**src/rtl/m7fs_pkg.sv**
```systemverilog
// shared types, codes and helper functions for the modem7 filename sender
package m7fs_pkg;

    localparam int NAME_LENGTH = 11;

    localparam logic [7:0] CH_ACK = 8'h06;
    localparam logic [7:0] CH_NAK = 8'h15;
    localparam logic [7:0] CH_SUB = 8'h1A;
    localparam logic [7:0] CH_U   = 8'h75;

    localparam logic [3:0] LAST_INDEX = 4'(NAME_LENGTH);
    localparam logic [3:0] RETRY_MAX  = 4'hF;

    // configuration register indexes
    localparam logic [1:0] CFG_NAME_FIRST = 2'd0;
    localparam logic [1:0] CFG_NAME_EXT   = 2'd1;
    localparam logic [1:0] CFG_RETRY_LIM  = 2'd2;

    localparam logic [63:0] NAME_FIRST_RST = 64'h2020202020202020;
    localparam logic [23:0] NAME_EXT_RST   = 24'h202020;
    localparam logic [3:0]  RETRY_LIM_RST  = 4'd10;

    typedef enum logic [1:0] {
        MODE_START   = 2'd0,
        MODE_RX      = 2'd1,
        MODE_TIMEOUT = 2'd2,
        MODE_NONE    = 2'd3
    } t_mode;

    typedef enum logic [2:0] {
        ST_BUSY    = 3'd0,
        ST_OK      = 3'd1,
        ST_RETRY   = 3'd2,
        ST_CARRIER = 3'd3,
        ST_IDLE    = 3'd4
    } t_status;

    typedef enum logic [2:0] {
        PH_IDLE = 3'd0,
        PH_NAK  = 3'd1,
        PH_ACK  = 3'd2,
        PH_CKSM = 3'd3,
        PH_DONE = 3'd4
    } t_phase;

    typedef struct packed {
        logic       has_byte;
        logic [7:0] tx_byte;
        t_status    status;
        logic       last;
    } t_result;

    // one or two results handed from the core to the output buffer
    typedef struct packed {
        logic    load;
        logic    two;
        t_result r0;
        t_result r1;
    } t_push;

    function automatic logic [7:0] name_char(input logic [63:0] first,
                                             input logic [23:0] ext,
                                             input logic [3:0]  idx);
        logic [7:0] c;
        c = 8'h00;
        case (idx)
            4'd0:    c = first[7:0];
            4'd1:    c = first[15:8];
            4'd2:    c = first[23:16];
            4'd3:    c = first[31:24];
            4'd4:    c = first[39:32];
            4'd5:    c = first[47:40];
            4'd6:    c = first[55:48];
            4'd7:    c = first[63:56];
            4'd8:    c = ext[7:0];
            4'd9:    c = ext[15:8];
            4'd10:   c = ext[23:16];
            default: c = 8'h00;
        endcase
        return c;
    endfunction

    // sub plus all name characters, modulo 256, as an adder tree
    function automatic logic [7:0] name_sum(input logic [63:0] first,
                                            input logic [23:0] ext);
        logic [7:0] a;
        logic [7:0] b;
        logic [7:0] c;
        a = (first[7:0] + first[15:8]) + (first[23:16] + first[31:24]);
        b = (first[39:32] + first[47:40]) + (first[55:48] + first[63:56]);
        c = (ext[7:0] + ext[15:8]) + (ext[23:16] + CH_SUB);
        return (a + b) + c;
    endfunction

endpackage

```
**src/rtl/m7fs_outbuf.sv**
```systemverilog
// two-entry result buffer feeding the output stream
module m7fs_outbuf (
    input  logic                i_clk,
    input  logic                i_rst_n,
    input  m7fs_pkg::t_push     i_push,
    output logic                o_can_load,
    output logic                o_valid,
    input  logic                i_ready,
    output m7fs_pkg::t_result   o_res
);

    logic              r_out_valid, n_out_valid;
    logic              r_pend_valid, n_pend_valid;
    m7fs_pkg::t_result r_out, n_out;
    m7fs_pkg::t_result r_pend, n_pend;
    logic              out_fire;

    assign out_fire   = r_out_valid & i_ready;
    assign o_can_load = !r_pend_valid && (!r_out_valid || out_fire);
    assign o_valid    = r_out_valid;
    assign o_res      = r_out;

    always_comb begin
        n_out_valid  = r_out_valid;
        n_pend_valid = r_pend_valid;
        n_out        = r_out;
        n_pend       = r_pend;
        if (i_push.load) begin
            n_out_valid  = 1'b1;
            n_out        = i_push.r0;
            n_pend_valid = i_push.two;
            n_pend       = i_push.r1;
        end else if (out_fire) begin
            // second result of a pair moves up
            if (r_pend_valid) begin
                n_out        = r_pend;
                n_pend_valid = 1'b0;
            end else begin
                n_out_valid = 1'b0;
            end
        end
    end

    always_ff @(posedge i_clk) begin
        if (!i_rst_n) begin
            r_out_valid  <= 1'b0;
            r_pend_valid <= 1'b0;
        end else begin
            r_out_valid  <= n_out_valid;
            r_pend_valid <= n_pend_valid;
        end
        r_out  <= n_out;
        r_pend <= n_pend;
    end

endmodule

```
**src/rtl/m7fs_core.sv**
```systemverilog
// input register, configuration registers and handshake state logic
module m7fs_core (
    input  logic                i_clk,
    input  logic                i_rst_n,
    input  logic                i_cfg_we,
    input  logic [1:0]          i_cfg_idx,
    input  logic [63:0]         i_cfg_data,
    input  logic                i_valid,
    output logic                o_ready,
    input  logic [1:0]          i_mode,
    input  logic [7:0]          i_rx_byte,
    input  logic                i_carrier,
    input  logic                i_can_load,
    output m7fs_pkg::t_push     o_push
);

    logic [63:0]          r_name_first;
    logic [23:0]          r_name_ext;
    logic [3:0]           r_retry_limit;

    logic                 r_in_valid, n_in_valid;
    m7fs_pkg::t_mode      r_mode;
    logic [7:0]           r_rx;
    logic                 r_carrier;

    m7fs_pkg::t_phase     r_phase, n_phase;
    logic [3:0]           r_retry, n_retry;
    logic [3:0]           r_char, n_char;
    logic [7:0]           r_sum, n_sum;

    logic                 in_fire;
    logic                 proc;
    logic                 waiting;
    logic                 rx_event;
    logic [3:0]           retry_inc;
    logic                 exhausted;
    m7fs_pkg::t_status    retry_status;
    m7fs_pkg::t_phase     retry_phase;
    m7fs_pkg::t_push      push;

    assign o_ready  = !r_in_valid || i_can_load;
    assign in_fire  = i_valid && o_ready;
    assign proc     = r_in_valid && i_can_load;
    assign o_push   = push;

    assign waiting  = (r_phase == m7fs_pkg::PH_NAK) || (r_phase == m7fs_pkg::PH_ACK) ||
                      (r_phase == m7fs_pkg::PH_CKSM);
    assign rx_event = (r_mode == m7fs_pkg::MODE_RX);

    // retry count saturates, then the limit decides between wait-nak and failure
    assign retry_inc    = (r_retry == m7fs_pkg::RETRY_MAX) ? r_retry : r_retry + 4'd1;
    assign exhausted    = retry_inc >= r_retry_limit;
    assign retry_status = exhausted ? m7fs_pkg::ST_RETRY : m7fs_pkg::ST_BUSY;
    assign retry_phase  = exhausted ? m7fs_pkg::PH_DONE : m7fs_pkg::PH_NAK;

    always_comb begin
        n_in_valid = r_in_valid;
        if (in_fire) begin
            n_in_valid = 1'b1;
        end else if (proc) begin
            n_in_valid = 1'b0;
        end
    end

    always_comb begin
        n_phase = r_phase;
        n_retry = r_retry;
        n_char  = r_char;
        n_sum   = r_sum;

        push.load        = proc;
        push.two         = 1'b0;
        push.r0.has_byte = 1'b0;
        push.r0.tx_byte  = 8'h00;
        push.r0.status   = m7fs_pkg::ST_BUSY;
        push.r0.last     = 1'b1;
        push.r1.has_byte = 1'b0;
        push.r1.tx_byte  = 8'h00;
        push.r1.status   = m7fs_pkg::ST_BUSY;
        push.r1.last     = 1'b1;

        if (r_mode == m7fs_pkg::MODE_START) begin
            n_sum   = m7fs_pkg::name_sum(r_name_first, r_name_ext);
            n_retry = 4'd0;
            n_char  = 4'd0;
            if (r_retry_limit == 4'd0) begin
                n_phase        = m7fs_pkg::PH_DONE;
                push.r0.status = m7fs_pkg::ST_RETRY;
            end else if (!r_carrier) begin
                n_phase        = m7fs_pkg::PH_DONE;
                push.r0.status = m7fs_pkg::ST_CARRIER;
            end else begin
                n_phase = m7fs_pkg::PH_NAK;
            end
        end else if (r_mode == m7fs_pkg::MODE_NONE || !waiting) begin
            push.r0.status = waiting ? m7fs_pkg::ST_BUSY : m7fs_pkg::ST_IDLE;
        end else if (!r_carrier) begin
            n_phase        = m7fs_pkg::PH_DONE;
            push.r0.status = m7fs_pkg::ST_CARRIER;
        end else if (r_phase == m7fs_pkg::PH_NAK) begin
            if (rx_event && r_rx == m7fs_pkg::CH_NAK) begin
                push.two         = 1'b1;
                push.r0.has_byte = 1'b1;
                push.r0.tx_byte  = m7fs_pkg::CH_ACK;
                push.r0.last     = 1'b0;
                push.r1.has_byte = 1'b1;
                push.r1.tx_byte  = m7fs_pkg::name_char(r_name_first, r_name_ext, 4'd0);
                n_char           = 4'd1;
                n_phase          = m7fs_pkg::PH_ACK;
            end else begin
                // no 'u' while still waiting for the first nak
                n_retry        = retry_inc;
                n_phase        = retry_phase;
                push.r0.status = retry_status;
            end
        end else if (r_phase == m7fs_pkg::PH_ACK && rx_event &&
                     r_rx == m7fs_pkg::CH_ACK) begin
            push.r0.has_byte = 1'b1;
            if (r_char >= m7fs_pkg::LAST_INDEX) begin
                n_phase         = m7fs_pkg::PH_CKSM;
                push.r0.tx_byte = m7fs_pkg::CH_SUB;
            end else begin
                push.r0.tx_byte = m7fs_pkg::name_char(r_name_first, r_name_ext, r_char);
                n_char          = r_char + 4'd1;
            end
        end else if (r_phase == m7fs_pkg::PH_CKSM && rx_event && r_rx == r_sum) begin
            n_phase          = m7fs_pkg::PH_DONE;
            push.r0.has_byte = 1'b1;
            push.r0.tx_byte  = m7fs_pkg::CH_ACK;
            push.r0.status   = m7fs_pkg::ST_OK;
        end else begin
            n_retry          = retry_inc;
            n_phase          = retry_phase;
            push.r0.has_byte = 1'b1;
            push.r0.tx_byte  = m7fs_pkg::CH_U;
            push.r0.status   = retry_status;
        end

        if (!proc) begin
            n_phase = r_phase;
            n_retry = r_retry;
            n_char  = r_char;
            n_sum   = r_sum;
        end
    end

    always_ff @(posedge i_clk) begin
        if (!i_rst_n) begin
            r_name_first  <= m7fs_pkg::NAME_FIRST_RST;
            r_name_ext    <= m7fs_pkg::NAME_EXT_RST;
            r_retry_limit <= m7fs_pkg::RETRY_LIM_RST;
        end else if (i_cfg_we) begin
            case (i_cfg_idx)
                m7fs_pkg::CFG_NAME_FIRST: r_name_first  <= i_cfg_data;
                m7fs_pkg::CFG_NAME_EXT:   r_name_ext    <= i_cfg_data[23:0];
                m7fs_pkg::CFG_RETRY_LIM:  r_retry_limit <= i_cfg_data[3:0];
                default: ;
            endcase
        end
    end

    always_ff @(posedge i_clk) begin
        if (!i_rst_n) begin
            r_in_valid <= 1'b0;
            r_phase    <= m7fs_pkg::PH_IDLE;
            r_retry    <= 4'd0;
            r_char     <= 4'd0;
            r_sum      <= 8'h00;
        end else begin
            r_in_valid <= n_in_valid;
            r_phase    <= n_phase;
            r_retry    <= n_retry;
            r_char     <= n_char;
            r_sum      <= n_sum;
        end
        if (in_fire) begin
            r_mode    <= m7fs_pkg::t_mode'(i_mode);
            r_rx      <= i_rx_byte;
            r_carrier <= i_carrier;
        end
    end

endmodule

```
**src/rtl/modem7_filename_sender_top.sv**
```systemverilog
// top level of the modem7 filename sender
//
// the sender side of the modem7 batch filename exchange. each request on the
// s_axis channel is a line event: start, received byte or receive timeout,
// with the carrier flag. each event gives one or two result requests on
// m_axis: a byte to transmit (when tuser is set) and the transfer status;
// tlast marks the final result of the event. the 11-character name and the
// retry limit are written through the i_cfg port; the user must do so only
// while no event is pending, the block does not enforce it. an accepted
// event is registered, decoded once the two-entry output buffer can load and
// its results are written to that buffer. events with one result can follow
// every cycle while m_axis does not stall; a nak in wait-nak yields two results
// and holds the next event until its second result has moved up in the buffer.
// a stall on m_axis holds the results in the buffer and backs up into the
// input register, then drops s_axis_tready. synchronous reset empties both
// stages, sets the phase to idle and loads the space-padded default name
// and a retry limit of ten.
module modem7_filename_sender_top (
    input  logic        i_clk,
    input  logic        i_rst_n,
    input  logic        i_cfg_we,
    input  logic [1:0]  i_cfg_idx,
    input  logic [63:0] i_cfg_data,
    input  logic        s_axis_tvalid,
    output logic        s_axis_tready,
    input  logic [15:0] s_axis_tdata,   // rx_byte [7:0], carrier [8], zero [15:9]
    input  logic [1:0]  s_axis_tuser,   // mode [1:0]
    output logic        m_axis_tvalid,
    input  logic        m_axis_tready,
    output logic [15:0] m_axis_tdata,   // tx_byte [7:0], status [10:8], zero [15:11]
    output logic        m_axis_tuser,   // has_byte
    output logic        m_axis_tlast
);

    m7fs_pkg::t_push   push;
    m7fs_pkg::t_result res;
    logic              can_load;

    m7fs_core u_core (
        .i_clk      (i_clk),
        .i_rst_n    (i_rst_n),
        .i_cfg_we   (i_cfg_we),
        .i_cfg_idx  (i_cfg_idx),
        .i_cfg_data (i_cfg_data),
        .i_valid    (s_axis_tvalid),
        .o_ready    (s_axis_tready),
        .i_mode     (s_axis_tuser),
        .i_rx_byte  (s_axis_tdata[7:0]),
        .i_carrier  (s_axis_tdata[8]),
        .i_can_load (can_load),
        .o_push     (push)
    );

    m7fs_outbuf u_outbuf (
        .i_clk      (i_clk),
        .i_rst_n    (i_rst_n),
        .i_push     (push),
        .o_can_load (can_load),
        .o_valid    (m_axis_tvalid),
        .i_ready    (m_axis_tready),
        .o_res      (res)
    );

    assign m_axis_tdata = {5'b00000, res.status, res.tx_byte};
    assign m_axis_tuser = res.has_byte;
    assign m_axis_tlast = res.last;

endmodule

```
**config.mk**
```make
export PLATFORM = sky130hd
export DESIGN_NAME = modem7_filename_sender_top
export DESIGN_NICKNAME = d
export VERILOG_FILES = /design/src/rtl/m7fs_pkg.sv /design/src/rtl/m7fs_outbuf.sv /design/src/rtl/m7fs_core.sv /design/src/rtl/modem7_filename_sender_top.sv
export SDC_FILE = /design/constraint.sdc
export NUM_CORES = 1
export LEC_CHECK = 0
export BUFFER_PORTS_ARGS = -buffer_cell sky130_fd_sc_hd__clkbuf_2
export CAP_MARGIN = 5
export CORE_MARGIN = 3
export CORE_UTILIZATION = 40
export DETAILED_ROUTE_END_ITERATION = 8
export MAX_ROUTING_LAYER = met4
export RECOVER_POWER = 100
export SLEW_MARGIN = 20
export SYNTH_ARGS = -nofsm -noshare
export SYNTH_HDL_FRONTEND = slang
export SYNTH_SLANG_ARGS = --single-unit
```
**constraint.sdc**
```tcl
create_clock -name i_clk -period 4.6 [get_ports i_clk]
set_clock_uncertainty 0.05 [all_clocks]
set_input_delay 0.92 -clock i_clk [delete_from_list [all_inputs] [get_ports i_clk]]
set_output_delay 0.92 -clock i_clk [all_outputs]
set_load 0.02 [all_outputs]
```
==> impl_metrics.json, run 1 <==
{
  "status": "complete, but fails checks",
  "violations": "capacitance limit, slew limit",
  "r2r_end": "u_core.r_sum[6]",
  "rows": 53,
  "yosys-top-cells-count": "211 x nand2_1, 114 x dfxtp_1, 84 x a21boi_0, 75 x inv_1, 56 x fa_1",
  "synth_cell_types": 70,
  "synth_top_area_share_pct": 26.08,
  "die_h_um": 153.9,
  "crit_start": "u_core.r_name_ext[18]",
  "end_kind": "register",
  "drt-pass1-iter-count": 6,
  "cts_max_level": 4,
  "synth_top_area_cell": "dfxtp_1",
  "synth-compound-area-share_pct": 17.16,
  "fill_cells": 2102,
  "finalHoldViolations": 0,
  "grt_pass1_vias": 6859,
  "netlist_instances": 952,
  "path_common_cell": "fa_1",
  "synthSimpleGateAreaFrac_pct": 17.40,
  "antenna_found_initial": 0,
  "root_buffer": "clkbuf_16",
  "synth-seq-area-share_pct": 37.40,
  "pwr_density_cell_nw_per_um2": 367.0,
  "synth.most_common_cell": "nand2_1",
  "fin_util_pct": 48.19,
  "cts_buffers": 17,
  "ir_worst_vdd_uv": 229.5,
  "pin_count": 109,
  "postSynth.asyncResetShare_pct": 0,
  "grt_first_pass_wirelength_um": 35960,
  "grt_max_degree": 74,
  "crit_chain": "fa_1 > inv_2 > fa_1 > fa_1 > fa_1 > fa_1 > inv_1 > ha_4 > inv_2 > fa_2 > inv_1 > a21o_1 > a21oi_2 > xor2_1 > o21ai_1 > and2_1",
  "reg2reg_from": "u_core.r_name_ext[18]",
  "wirelength_um": 22620,
  "worst-path-stages": 16,
  "setup_violations": 0,
  "synth.avg_cell_area_um2": 9.193,
  "cp_top_family": "adder cells",
  "synth_edf_count": 33,
  "path_class": "register to register",
  "insertion_delay_ns": 0.44,
  "area_growth_pct": 17.21,
  "synth_top_family_by_area": "simple AND/OR/NAND/NOR gates",
  "start_util_pct": 41.12,
  "synthMuxAreaShare_pct": 2.159,
  "slew_headroom_pct": -85.83,
  "fin_cells": 1335,
  "timing.final.ws_setup_ns": 0.1544,
  "syn_area_um2": 8752,
  "grtUsageTotal_pct": 19.95,
  "ys.flop_type": "dfxtp_1",
  "overflow": 0,
  "maxCapViolCount": 2,
  "placed_cells": 1302,
  "drive_above_1_share_pct": 15.66,
  "yosys-top-cells-area": "dfxtp_1 26%, fa_1 13%, edfxtp_1 11%",
  "reg2reg_depth": 16,
  "critPathBufInv": 4,
  "n_antenna_cell": 0,
  "multi_input_area_um2": 4991,
  "core-area_um2": 21290,
  "ctsHoldBuffers": 0,
  "synthXorXnorAreaFrac_pct": 3.331,
  "cts_sinks": 147,
  "worst_slew_pin_slew_ns": 2.787,
  "die_x_um": 153.9,
  "endpoint": "u_core.r_sum[6]",
  "layout.area.seq_um2": 3277,
  "slew_viol_final": 115,
  "startpoint_type": "register",
  "drc": 0,
  "vias": 6853,
  "place.gp.congestion": 0.8547,
  "vias_per_cell": 5.133,
  "post-place-ws_ns": -0.003311,
  "wire_per_inst_um": 16.94,
  "cts_tree": "yes",
  "postCtsSetupRepairBufs": 0,
  "drtIter0Drc": 337,
  "dp_hpwl_um": 16790,
  "leakage_nw": 3.979,
  "ant_nets": 0,
  "die-area_um2": 23690,
  "clock.fmax_mhz": 224.9,
  "period_needed_ns": 4.446,
  "ys_warn_count": 0,
  "min_period_over_period_pct": 96.64,
  "crit_fanout": 3,
  "nNetsFinal": 1218,
  "crit_required_ns": 4.88,
  "r2r_slack_ns": 0.15,
  "port_buffers": 96,
  "rsz0062_at_grt": "no",
  "slowest_delay_ns": 0.58,
  "hp-class": "register to register",
  "synth-seq-cells": 147,
  "crit_arrival_ns": 4.72,
  "cts.path.max_buffers": 2,
  "clkTransAtPathRegs_ns": 0.06,
  "synthAdderAreaFrac_pct": 16.53,
  "cp_slowest_cell": "fa_1"
}
-- worst min-delay path by stage --
stage	from	endpoint	depth (start not counted)
3_5_place_dp	u_core.r_name_ext[3]	u_core.r_name_ext[3]	2
5_1_grt	u_core.r_sum[1]	u_core.r_sum[1]	2
2_1_floorplan	u_core.r_name_ext[3]	u_core.r_name_ext[3]	2
6_report	u_core.r_name_ext[3]	u_core.r_name_ext[3]	2
4_1_cts	u_core.r_name_ext[3]	u_core.r_name_ext[3]	2
3_3_place_gp	u_core.r_name_ext[3]	u_core.r_name_ext[3]	2
-- layout make-up --
type,count,area share [%]
clock buffers,24,4.903
clock inverters,8,1.403
repair buffers,130,6.964
multi-input cells,675,48.65
well taps,275,3.354
flip-flops and latches,147,31.94
inverters,76,2.781
-- power breakdown --
group / total [mW] / internal (mW) / switching [mW]
Clock: 1.53 / 0.983 / 0.551
Sequential: 1.42 / 1.37 / 0.0446
Combinational: 0.813 / 0.385 / 0.428
-- tightest hold or removal path: stages (launching register included) --
cell and delay, ns:
dfxtp_1 0.31, nand2_1 0.05, a21boi_0 0.07
-- kinds of logic (layout without fill, tap and decap cells) --
group                      after synthesis  in the layout
and+or+nand+nor                        334            334
AOI/OAI and AO/OA                      209            209
DFF                                    147            147
buffers and inverters                  134            238
adders and majority gates               82             82
xor gates and xnor gates                27             27
muxes                                   18             18
other                                    1              5
-- cells in the final DEF, fill, tap and decap left out, types with 5 or more instances in the layout --
master and count:
o21ai_0 26, inv_1 74, nor3_1 8, a21oi_1 20, nand2_1 211, xnor2_1 20, a21boi_0 88, edfxtp_1 33
a211oi_1 10, clkbuf_2 79, mux2i_1 11, clkbuf_1 22, nor2_1 26, fa_1 55, conb_1 5, a22oi_1 10
nor2b_1 13, buf_4 31, o22ai_1 6, nand3_1 25, mux2_2 7, dfxtp_1 111, a222oi_1 5, nand3b_1 7
clkbuf_16 18, a22o_1 8, and2_0 10, nand2b_1 8, ha_1 25
-- registers in the layout (all words and copies together) (netlist names) --
signal,flops
u_core.r_sum,8
u_core.r_mode,2
u_outbuf.r_pend_valid,1
u_core.r_phase,3
u_core.r_retry,4
u_core.r_retry_limit,4
u_core.r_carrier,1
u_core.r_in_valid,1
u_core.r_rx,8
u_outbuf.r_pend,9
u_core.r_name_first,64
u_outbuf.o_res,13
u_core.r_name_ext,24
u_core.r_char,4
u_outbuf.o_valid,1
-- layer usage --
layer / track usage, % / vias to the layer above / wire (um)
li1: - / 3379 / -
met1: 23.98 / 3287 / 9646
met2: 33.67 / 157 / 11470
met3: 4.194 / 30 / 1026
met4: 6.350 / 0 / 476
met5: - / - / 0
-- stage by stage --
step	total power, mW	TNS [ns]	hold WS, ns	cell area (um2)
floorplan	1.973	0	0.3935	8767
global placement	2.235	0	0.4070	9605
detailed placement	2.233	-0.003311	0.4126	9605
CTS	3.779	0	0.4214	10260
global route	3.937	0	0.4581	10260
finish	3.764	0	0.4310	10260
-- timing repair --
action,CTS,global route
setup endpoints to repair,1,2
pin swaps,0,14
gates resized for setup,1,12
No activity file was read; power rests on OpenSTA's default activity.
==> run 2: changes to the inputs <==
BUFFER_PORTS_ARGS = unset   (was -buffer_cell sky130_fd_sc_hd__clkbuf_2)
DONT_BUFFER_PORTS = 1   (was unset)
==> impl_metrics.json, run 2 (synthesized netlist as in run 1, its figures left out) <==
{
  "crit_chain": "fa_1 > inv_1 > fa_1 > fa_1 > fa_2 > fa_1 > inv_2 > ha_4 > inv_1 > fa_2 > inv_1 > a21o_1 > a21oi_2 > xor2_1 > o21ai_0 > and2_0",
  "grt_max_degree": 115,
  "ctsHoldBuffers": 0,
  "drc": 0,
  "layout_common_cells": "211 x nand2_1, 113 x dfxtp_1, 87 x a21boi_0, 75 x inv_1, 54 x fa_1",
  "hp-class": "register to register",
  "cts_tree": "yes",
  "worst_slew_pin_slew_ns": 3.064,
  "ant_nets": 0,
  "rows": 53,
  "nNetsFinal": 1122,
  "setup_violations": 0,
  "cts_sinks": 147,
  "cp_top_family": "adder cells",
  "slowest_delay_ns": 0.57,
  "insertion_delay_ns": 0.43,
  "cts.path.max_buffers": 2,
  "die_x_um": 153.9,
  "clock.fmax_mhz": 225.6,
  "largest_reg_flops": 64,
  "violations": "capacitance limit, slew limit",
  "final_common_cell": "nand2_1",
  "cts_max_level": 4,
  "vias": 6624,
  "vias_per_cell": 5.346,
  "port_buffers": 0,
  "slew_headroom_pct": -104.2,
  "clkTransAtPathRegs_ns": 0.06,
  "leakage_nw": 3.591,
  "end_kind": "register",
  "regMostFlops": "u_core.r_name_first",
  "die_h_um": 153.9,
  "wire_per_inst_um": 18.72,
  "crit_required_ns": 4.88,
  "status": "complete, but fails checks",
  "place.gp.congestion": 0.8530,
  "antenna_found_initial": 0,
  "drt-pass1-iter-count": 5,
  "period_needed_ns": 4.432,
  "p_seq_share_pct": 39.8,
  "pin_count": 109,
  "total_power_mw": 3.583,
  "rsz0062_at_grt": "no",
  "pwr_density_cell_nw_per_um2": 367.8,
  "grt_pass1_vias": 6660,
  "die-area_um2": 23690,
  "drtIter0Drc": 427,
  "drive_above_1_share_pct": 9.232,
  "crit_fanout": 4,
  "wirelength_um": 23190,
  "area_growth_pct": 11.32,
  "grtUsageTotal_pct": 20.49,
  "internal_power_mw": 2.563,
  "hold_slack_ns": 0.4244,
  "maxCapViolCount": 1,
  "dp_hpwl_um": 16540,
  "pwr-share-comb_pct": 21.1,
  "start_util_pct": 41.12,
  "path_common_cell": "fa_1",
  "path_class": "register to register",
  "root_buffer": "clkbuf_16",
  "critPathBufInv": 4,
  "startpoint_type": "register",
  "overflow": 0,
  "cts_buffers": 17,
  "slew_viol_final": 65,
  "core-area_um2": 21290,
  "n_antenna_cell": 0,
  "min_period_over_period_pct": 96.34,
  "swShare_pct": 28.48,
  "crit_arrival_ns": 4.71,
  "clockPowerShare_pct": 39.1,
  "p_sw_mw": 1.021,
  "ir_worst_vdd_uv": 187.0,
  "cp_slowest_cell": "fa_1",
  "grt_first_pass_wirelength_um": 36710,
  "finalHoldViolations": 0
}
## run 2: changes by cell type in the layout (fill, tap and decap cells not counted), sizes merged
cell	delta
clkbuf	-100
clkinvlp	+4
bufinv	-3
buf	+1
clkinv	+1
inv	+1
## run 2: worst min-delay path, cell delays in order (launching register included)
cell,delay [ns]
dfxtp_1,0.32
nand2_1,0.05
a21boi_0,0.06
## run 2: final cells by class
class | count | area (um2)
Fill cell | 2041 | 11540
Multi-Input combinational cell | 675 | 4990
Sequential cell | 147 | 3274
Clock buffer | 21 | 493.0
Tap cell | 275 | 344.1
Inverter | 76 | 285.3
Timing Repair Buffer | 34 | 259.0
Clock inverter | 11 | 97.59
## run 2: through the flow
step	cells	util (%)	area [um2]	TNS, ns	worst slack (ns)
floorplan	956	-	8767	0	0.2313
CTS	1237	45.64	9716	0	0.008487
global placement	1205	42.83	9117	-0.01070	-0.01070
detailed placement	1205	42.83	9117	-0.04562	-0.04562
global route	1239	45.77	9743	0	0.006889
finish	1239	45.77	9743	0	0.1683
## run 2: path summary, 6_finish.rpt
path / slack (ns) / to / start / depth (start not counted)
min: 0.42 / u_core.r_sum[2] / u_core.r_sum[2] / 2
max reg2reg: 0.17 / u_core.r_sum[6] / u_core.r_name_first[2] / 16
max: 0.17 / u_core.r_sum[6] / u_core.r_name_first[2] / 16
min reg2reg: 0.42 / u_core.r_sum[2] / u_core.r_sum[2] / 2
## run 2: routing by layer
layer | global-route usage [%] | up-vias | part of all wire, %
met3 | 4.785 | 29 | 6.0
met2 | 34.76 | 193 | 51
met1 | 24.67 | 3207 | 41
met4 | 5.383 | 0 | 1.8
met5 | - | - | 0
li1 | - | 3195 | -
## run 2: what timing repair did
item / CTS / global route
buffers inserted: 0 / 1
resized for setup: 2 / 8
setup endpoints to repair: 1 / 2
endpoints found under the hold margin: 0 / 0
pin swaps: 0 / 7
## run 2: power groups by stage
stage / logic [mW] / registers, mW / clock network (mW)
finish: 0.755 / 1.43 / 1.40
detailed placement: 0.726 / 1.45 / 0
CTS: 0.739 / 1.43 / 1.42
global placement: 0.723 / 1.45 / 0
global route: 0.844 / 1.43 / 1.48
floorplan: 0.534 / 1.44 / 0
